$ cat src/rtl/core/stc_pkg.sv
`timescale 1ns / 1ps
`default_nettype none
// ----------------------------------------------------------------------------
// stc_pkg
// Widths, fixed-point constants and the tanh lookup table shared by the
// scaled tanh activation unit.
// ----------------------------------------------------------------------------
package stc_pkg;

    // Table size; every index and interpolation width below follows from it.
    localparam int TABLE_ENTRIES = 256;
    localparam int IDX_W         = $clog2(TABLE_ENTRIES);

    // Port payload widths
    localparam int IN_W    = 16;
    localparam int ACT_W   = 16;
    localparam int SLOPE_W = 15;

    // Table span in Q5.10: 8448 = 33 * 2^8
    localparam int SPAN_X     = 8448;
    localparam int SPAN_SHIFT = 8;
    localparam int SPAN_ODD   = 33;

    localparam int AX_W   = IN_W;
    localparam int FRAC_W = $clog2(SPAN_X);
    localparam int REM_W  = FRAC_W - SPAN_SHIFT;
    localparam int P_W    = $clog2(SPAN_X * (TABLE_ENTRIES - 1));
    localparam int Q1_W   = P_W - SPAN_SHIFT;
    // Residual of a divide-by-33 after the estimate is below 66
    localparam int RES_W  = 7;

    // Q30 tanh values, one extra bit to hold exactly 1.0
    localparam int T_W    = 31;
    localparam int DIFF_W = 30;
    localparam int MUL_W  = DIFF_W + FRAC_W;
    localparam int Y_W    = MUL_W - SPAN_SHIFT;
    localparam int SUM_W  = Y_W + 1;

    localparam logic [T_W-1:0] ONE_Q30 = T_W'(64'd1 << 30);

    // Activation scaling: round(t * 17159 / (10000 * 2^16))
    localparam int ACTP_W    = 45;
    localparam int ACT_SHIFT = 20;
    localparam int U_W       = ACTP_W - ACT_SHIFT;
    localparam int ACT_RSH   = 34;
    localparam int PA_W      = 50;
    localparam int AE_W      = PA_W - ACT_RSH;
    localparam int AR_W      = 11;
    localparam int ACTM_W    = ACT_W - 1;
    localparam logic [ACTP_W-1:0] ACT_MUL   = ACTP_W'(17159);
    localparam logic [ACTP_W-1:0] ACT_RND   = ACTP_W'(64'd327680000);
    localparam logic [AR_W-1:0]   ACT_DIV   = AR_W'(625);
    localparam logic [PA_W-1:0]   ACT_RECIP = PA_W'(64'd27487790);

    // Slope scaling: round(s * 457573 / (400000 * 2^16)), 400000*2^16 = 3125*2^23
    localparam int SQ_W     = 61;
    localparam int WS_W     = 50;
    localparam int SL_SHIFT = 23;
    localparam int V_W      = WS_W - SL_SHIFT;
    localparam int SL_RSH   = 38;
    localparam int PS_W     = 54;
    localparam int SE_W     = PS_W - SL_RSH;
    localparam int SR_W     = 13;
    localparam logic [SQ_W-1:0] SQ_RND   = SQ_W'(64'd1 << 29);
    localparam logic [WS_W-1:0] SL_MUL   = WS_W'(457573);
    localparam logic [WS_W-1:0] SL_RND   = WS_W'(64'd13107200000);
    localparam logic [SR_W-1:0] SL_DIV   = SR_W'(3125);
    localparam logic [PS_W-1:0] SL_RECIP = PS_W'(64'd87960930);

    // Pipeline: 7 stages in the tanh core, 6 in the scaling back end
    localparam int PIPE_STAGES = 13;
    typedef logic [PIPE_STAGES-1:0] t_stage_en;

    typedef logic [T_W-1:0] t_tab [TABLE_ENTRIES];

    // Divide-by-33 estimate, x < 2^40. 1/33 = 31/1023 and 1/1023 is a
    // geometric series in 2^-10. Result is floor(x/33) or one less.
    localparam int DIV_W  = 40;
    localparam int DIVA_W = DIV_W + 5;
    localparam int DIVS_W = DIVA_W + 1;

    function automatic logic [DIV_W-1:0] div33_est(input logic [DIV_W-1:0] x);
        logic [DIVA_W-1:0] a;
        logic [DIVS_W-1:0] s;
        a = {x, 5'b0} - {5'b0, x};
        s = DIVS_W'(a) + DIVS_W'(a >> 10) + DIVS_W'(a >> 20)
          + DIVS_W'(a >> 30) + DIVS_W'(a >> 40);
        return DIV_W'(s >> 10);
    endfunction

    // Table construction, evaluated at elaboration only
    localparam longint unsigned TAB_ONE      = 64'd1 << 30;
    localparam longint unsigned TAB_HALF     = 64'd1 << 29;
    localparam longint unsigned TAB_DEN      = 64'd3 * 64'(TABLE_ENTRIES - 1) * 64'd65536;
    localparam longint unsigned TAB_DEN_HALF = TAB_DEN / 2;

    // Shift-subtract unsigned divide for the table build
    function automatic longint unsigned div_u64(input longint unsigned num,
                                                input longint unsigned den);
        logic [64:0]     rem;
        longint unsigned quo;
        rem = '0;
        quo = '0;
        for (int b = 63; b >= 0; b--) begin
            rem = {rem[63:0], num[b]};
            if (rem >= {1'b0, den}) begin
                rem    = rem - {1'b0, den};
                quo[b] = 1'b1;
            end
        end
        return quo;
    endfunction

    // tanh(v/2) in Q30 via exp(-v): 10-term series at v/64, then six squarings
    function automatic logic [T_W-1:0] tanh_point(input longint unsigned num);
        longint unsigned w;
        longint unsigned term;
        longint unsigned e;
        longint          sum;
        w    = div_u64((num << 30) + TAB_DEN_HALF, TAB_DEN);
        term = TAB_ONE;
        sum  = longint'(TAB_ONE);
        for (int k = 1; k <= 10; k++) begin
            term = (term * w + TAB_HALF) >> 30;
            term = div_u64(term, 64'(k));
            if ((k & 1) == 1) begin
                sum = sum - longint'(term);
            end else begin
                sum = sum + longint'(term);
            end
        end
        if (sum < 0) begin
            sum = 0;
        end
        e = longint'(sum);
        for (int k = 0; k < 6; k++) begin
            e = (e * e + TAB_HALF) >> 30;
        end
        if (e > TAB_ONE) begin
            e = TAB_ONE;
        end
        return T_W'(div_u64(((TAB_ONE - e) << 30) + ((TAB_ONE + e) >> 1), TAB_ONE + e));
    endfunction

    function automatic t_tab build_tab();
        t_tab tab;
        for (int i = 0; i < TABLE_ENTRIES; i++) begin
            tab[i] = tanh_point(64'd4 * 64'(i) * 64'(SPAN_X));
        end
        return tab;
    endfunction

    localparam t_tab TANH_TAB = build_tab();

endpackage
`default_nettype wire

$ cat src/rtl/core/stc_pipe_ctrl.sv
`timescale 1ns / 1ps
`default_nettype none
// ----------------------------------------------------------------------------
// stc_pipe_ctrl
// Valid bits and per-stage load enables for the elastic pipeline. A stage
// loads when it is empty or its successor is loading, so bubbles collapse.
// ----------------------------------------------------------------------------
module stc_pipe_ctrl import stc_pkg::*; (
    input  logic      i_clk,
    input  logic      i_rst_n,
    input  logic      i_in_valid,
    input  logic      i_out_ready,
    output logic      o_in_ready,
    output logic      o_out_valid,
    output t_stage_en o_stage_en
);

    logic [PIPE_STAGES-1:0] r_valid;
    logic [PIPE_STAGES-1:0] n_valid;
    logic [PIPE_STAGES:0]   rdy;
    logic [PIPE_STAGES-1:0] upstream;

    always_comb begin
        rdy[PIPE_STAGES] = i_out_ready;
        for (int k = PIPE_STAGES - 1; k >= 0; k--) begin
            rdy[k] = !r_valid[k] || rdy[k+1];
        end
    end

    assign upstream = {r_valid[PIPE_STAGES-2:0], i_in_valid};

    always_comb begin
        n_valid = r_valid;
        for (int k = 0; k < PIPE_STAGES; k++) begin
            if (rdy[k]) begin
                n_valid[k] = upstream[k];
            end
        end
    end

    always_ff @(posedge i_clk) begin
        if (!i_rst_n) begin
            r_valid <= '0;
        end else begin
            r_valid <= n_valid;
        end
    end

    assign o_in_ready  = rdy[0];
    assign o_out_valid = r_valid[PIPE_STAGES-1];
    assign o_stage_en  = rdy[PIPE_STAGES-1:0];

endmodule
`default_nettype wire

$ cat config.mk
export PLATFORM = sky130hd
export DESIGN_NAME = stc_pipe_ctrl
export DESIGN_NICKNAME = d
export VERILOG_FILES = /design/src/rtl/core/stc_pkg.sv /design/src/rtl/core/stc_pipe_ctrl.sv
export SDC_FILE = /design/constraint.sdc
export NUM_CORES = 1
export LEC_CHECK = 0
export BUFFER_PORTS_ARGS = -buffer_cell sky130_fd_sc_hd__buf_2
export CAP_MARGIN = 20
export CORE_MARGIN = 4
export CORE_UTILIZATION = 40
export DETAILED_ROUTE_END_ITERATION = 10
export PLACE_DENSITY = 0.66
export SYNTH_ARGS = -nofsm -noshare
export SYNTH_HDL_FRONTEND = slang
export SYNTH_SLANG_ARGS = --single-unit
$ cat constraint.sdc
create_clock -name i_clk -period 3.1 [get_ports i_clk]
set_input_delay 0.62 -clock i_clk [delete_from_list [all_inputs] [get_ports i_clk]]
set_output_delay 0.62 -clock i_clk [all_outputs]
set_load 0.01 [all_outputs]
# After elaboration in Yosys (flattened, before gate mapping)
# Index checks and enable logic that the tools add are counted.
dict set report word_totals {
  latch_bits 0
  reg_bits 13
  mem_bits_ro 0
  mem_count 0
  ramBits 0
}
dict set report classes {
  n_mux 0
  bitwise_logic 0
  reduce_logical 26
  n_shift 0
  magnitude_cmp 0
  n_addsub 0
  multipliers 0
  n_eq_ne 0
  div_mod_pow 0
}
# operator n
set ops {}
lappend ops {{zero test 1 bit} 13}
lappend ops {{logical OR 1 bit} 13}

# Logic depth before layout (Yosys ltp)
dict set report logic_depth {
  word_depth 14
  ltp_mapped 4
  mapped_depth_nobuf 4
}

# Worst setup path after synthesis
# Ideal clock, no wire load.
dict set report synth_timing {
  path_type {input port to output port}
  startpoint {in i_out_ready}
  endpoint {out o_stage_en[0]}
  setup_slack_ns 1.045
  cell_stages 4
  t_arrival_ns 1.435
  cell_sequence {nand4b_4 -> nor4_4 -> nand2_1 -> buf_4}
}
dict set report synth_via {
  elab_chain_len 13
}
# element line
set synth_rtl {}
lappend synth_rtl {{start, declared} stc_pipe_ctrl.sv:12} ;# input logic i_out_ready,
lappend synth_rtl {{logical OR 1 bit (13 in a row)} stc_pipe_ctrl.sv:26} ;# rdy[k] = !r_valid[k] || rdy[k+1];
lappend synth_rtl {{end, declared} stc_pipe_ctrl.sv:15} ;# output t_stage_en o_stage_en
# Every way passes these cells.

# Worst setup path after layout
# Same ends and word-level chain as after synthesis.

==> results.cfg <==
[status]
status = complete, no violations

[critical_path]
critPathKind = in2out
cp.required_ns = 2.48
path_depth = 5
path_buf_inv = 2
slowest_delay_ns = 0.34
crit_path_top_delay_cell = nor4_4
path_common_cell = buf_2
cp_max_fo = 4
crit_family = simple AND/OR/NAND/NOR gates
cp_cell_sequence = buf_2, nand4b_4, nor4_4, nand2_1, buf_2
start_kind = primary input
cp-end-kind = primary output
crit_arrival_ns = 1.53
reg2reg_depth = 3

[pwr]
combPwrFrac = 0.030
p_sw_uw = 59.8
p_seq_frac = 0.603
switching_share = 0.211
powerDensity_nw_per_um2 = 413
vdd_drop_max_uv = 174
internal_power_uw = 223
power_leakage_uw = 0.000271
p_clk_frac = 0.367

[clock_tree]
post_cts_buffers = 0
cts_tree = done
root_buffer = clkbuf_4
ctsHoldBuffers = 0
clk_pin_slew_worst_paths_ns = 0.08
ctsLongestPathBuffers = 2
cts_buffers = 3
h-tree-depth = 1
cts.sinks = 13
cts_resized = 0
clk_latency_ns = 0.27

[timing]
finalMaxSlewViolations = 0
relSlewSlack = 0.792
hold_viol_final = 0
period_share = 0.695
fmax_mhz = 464
fin_ws_ns = 0.945
rsz0062_at_grt = false
min_period_ns = 2.15
tns_ns = 0
setup_viol = 0
tightest_slew_ns = 0.309
fin_worst_skew_ns = 0.00206

[final_layout]
largest-register = r_valid
largest_reg_flops = 13
drive_above_1_share = 0.293
n_antenna_cell = 0
syn_to_final_growth_pct = 21.3
fin_nets = 87
top_regs = r_valid: 13 flops

[synthesis]
async_flop_share = 0
synth.distinct_cells = 22
ys_seq_area_frac = 0.461
netlist_area_sq_um = 564
synthCells = 63
synthTopCellsByArea = dfxtp_1, o21a_1, nand2_1
yosys.area.top_type = dfxtp_1
synth_top_area_share = 0.461
synth-edff-count = 0
syn_avg_cell_area_sq_um = 8.96
ys.flop_type = dfxtp_1
synth_seq_cells = 13
synth.net_count = 67
yosysWarnings = 0

[min_path]
hp-class = reg2reg
worstHoldPathCells = 2

[floorplan]
die_x_um = 45.6
core_sq_um = 1320
top_level_ports = 19
start_util = 0.428
dieArea_sq_um = 2080
num_rows = 13
die_y_um = 45.6

[grt]
grt_pass1_vias = 426
antenna_found_initial = 0
grt_max_degree = 18
overflow = 0
grt_use_total = 0.126
grt_pass1_wl_um = 1840

[place]
globalplace.congestion = 0.673
portBuffers = 18
dp_hpwl_um = 866
dpl_worst_slack_ns = 0.929

[routing]
drt_iter0_drc = 8
vias_per_cell = 4.85
routed_wirelength_um = 1100
drc = 0
num_vias = 470
post_drt_wl_per_cell_um = 11.3
firstDrtPassIters = 3
ant_nets = 0

[run]
maxCapViolCount = 0
-- power groups by stage --
stage	Clock, uW	Sequential, uW	Combinational, uW
finish	104	170	8.57
global route	112	171	9.73
CTS	105	170	8.57
detailed placement	0	174	8.52
global placement	0	174	8.56
floorplan	0	174	6.32
-- stage by stage --
| stage | hold WS, ns | util | instance area (sq um) | total power, uW | instances |
|---|---|---|---|---|---|
| final | 0.466 | 0.519 | 684 | 283 | 97 |
| after global routing | 0.518 | 0.519 | 684 | 292 | 97 |
| after CTS | 0.471 | 0.519 | 684 | 284 | 97 |
| after detailed placement | 0.454 | 0.500 | 658 | 183 | 93 |
| after global placement | 0.450 | 0.500 | 658 | 183 | 93 |
| after floorplan | 0.425 | - | 564 | 180 | 63 |
-- final timing paths --
path / endpoint / slack [ns] / startpoint
setup / recovery: o_stage_en[0] / 0.95 / i_out_ready
setup reg to reg: r_valid[0]$_SDFFE_PN0P_ / 1.88 / r_valid[5]$_SDFFE_PN0P_
hold reg to reg: r_valid[4]$_SDFFE_PN0P_ / 0.47 / r_valid[3]$_SDFFE_PN0P_
hold / removal: r_valid[4]$_SDFFE_PN0P_ / 0.47 / r_valid[3]$_SDFFE_PN0P_
-- cells in the mapped netlist (2+ instances only) --
library cell   n
o21a_1         7
clkbuf_1       2
nand4_1        2
nand3_1        2
nand2_1       10
nor2_1         4
nor2b_1        2
dfxtp_1       13
inv_1          7
o21ai_0        2
-- worst reg2reg max path: cells and delay by family, from the launching register on --
family,cells,cell delay [ns]
flip-flops,1,0.42
AND/OR/NAND/NOR,2,0.56
AO/OA/AOI/OAI,1,0.18
-- area by class of cell --
cell class                      instances  area [sq um]
Fill cell                             125           633
Inverter                                7          26.3
Multi-Input combinational cell         40           263
Sequential cell                        13           260
Timing Repair Buffer                   18          90.1
Tap cell                               15          18.8
Clock buffer                            4          26.3
-- logic make-up after synthesis --
logic type / share of synthesized area
AOI/OAI and AO/OA: 0.162
DFF: 0.461
buffers and inverters: 0.0732
and+or+nand+nor: 0.304
-- routing by layer --
layer | share of wire | global-route usage | up-vias
met3 | 0.051 | 0.0474 | 2
li1 | - | - | 251
met1 | 0.45 | 0.149 | 209
met2 | 0.49 | 0.192 | 8
met5 | 0 | 0 | -
met4 | 0.0082 | 0.0702 | 0
-- layout by cell type (no fill, tap or decap), drive strengths merged, types with 2 or more instances in the layout --
master,count
o21ai,2
nand4,2
buf,18
nor2,4
inv,7
dfxtp,13
nand2,10
o21a,7
clkbuf,4
nor2b,2
nand3,3
Power figures use the tool's default switching activity.
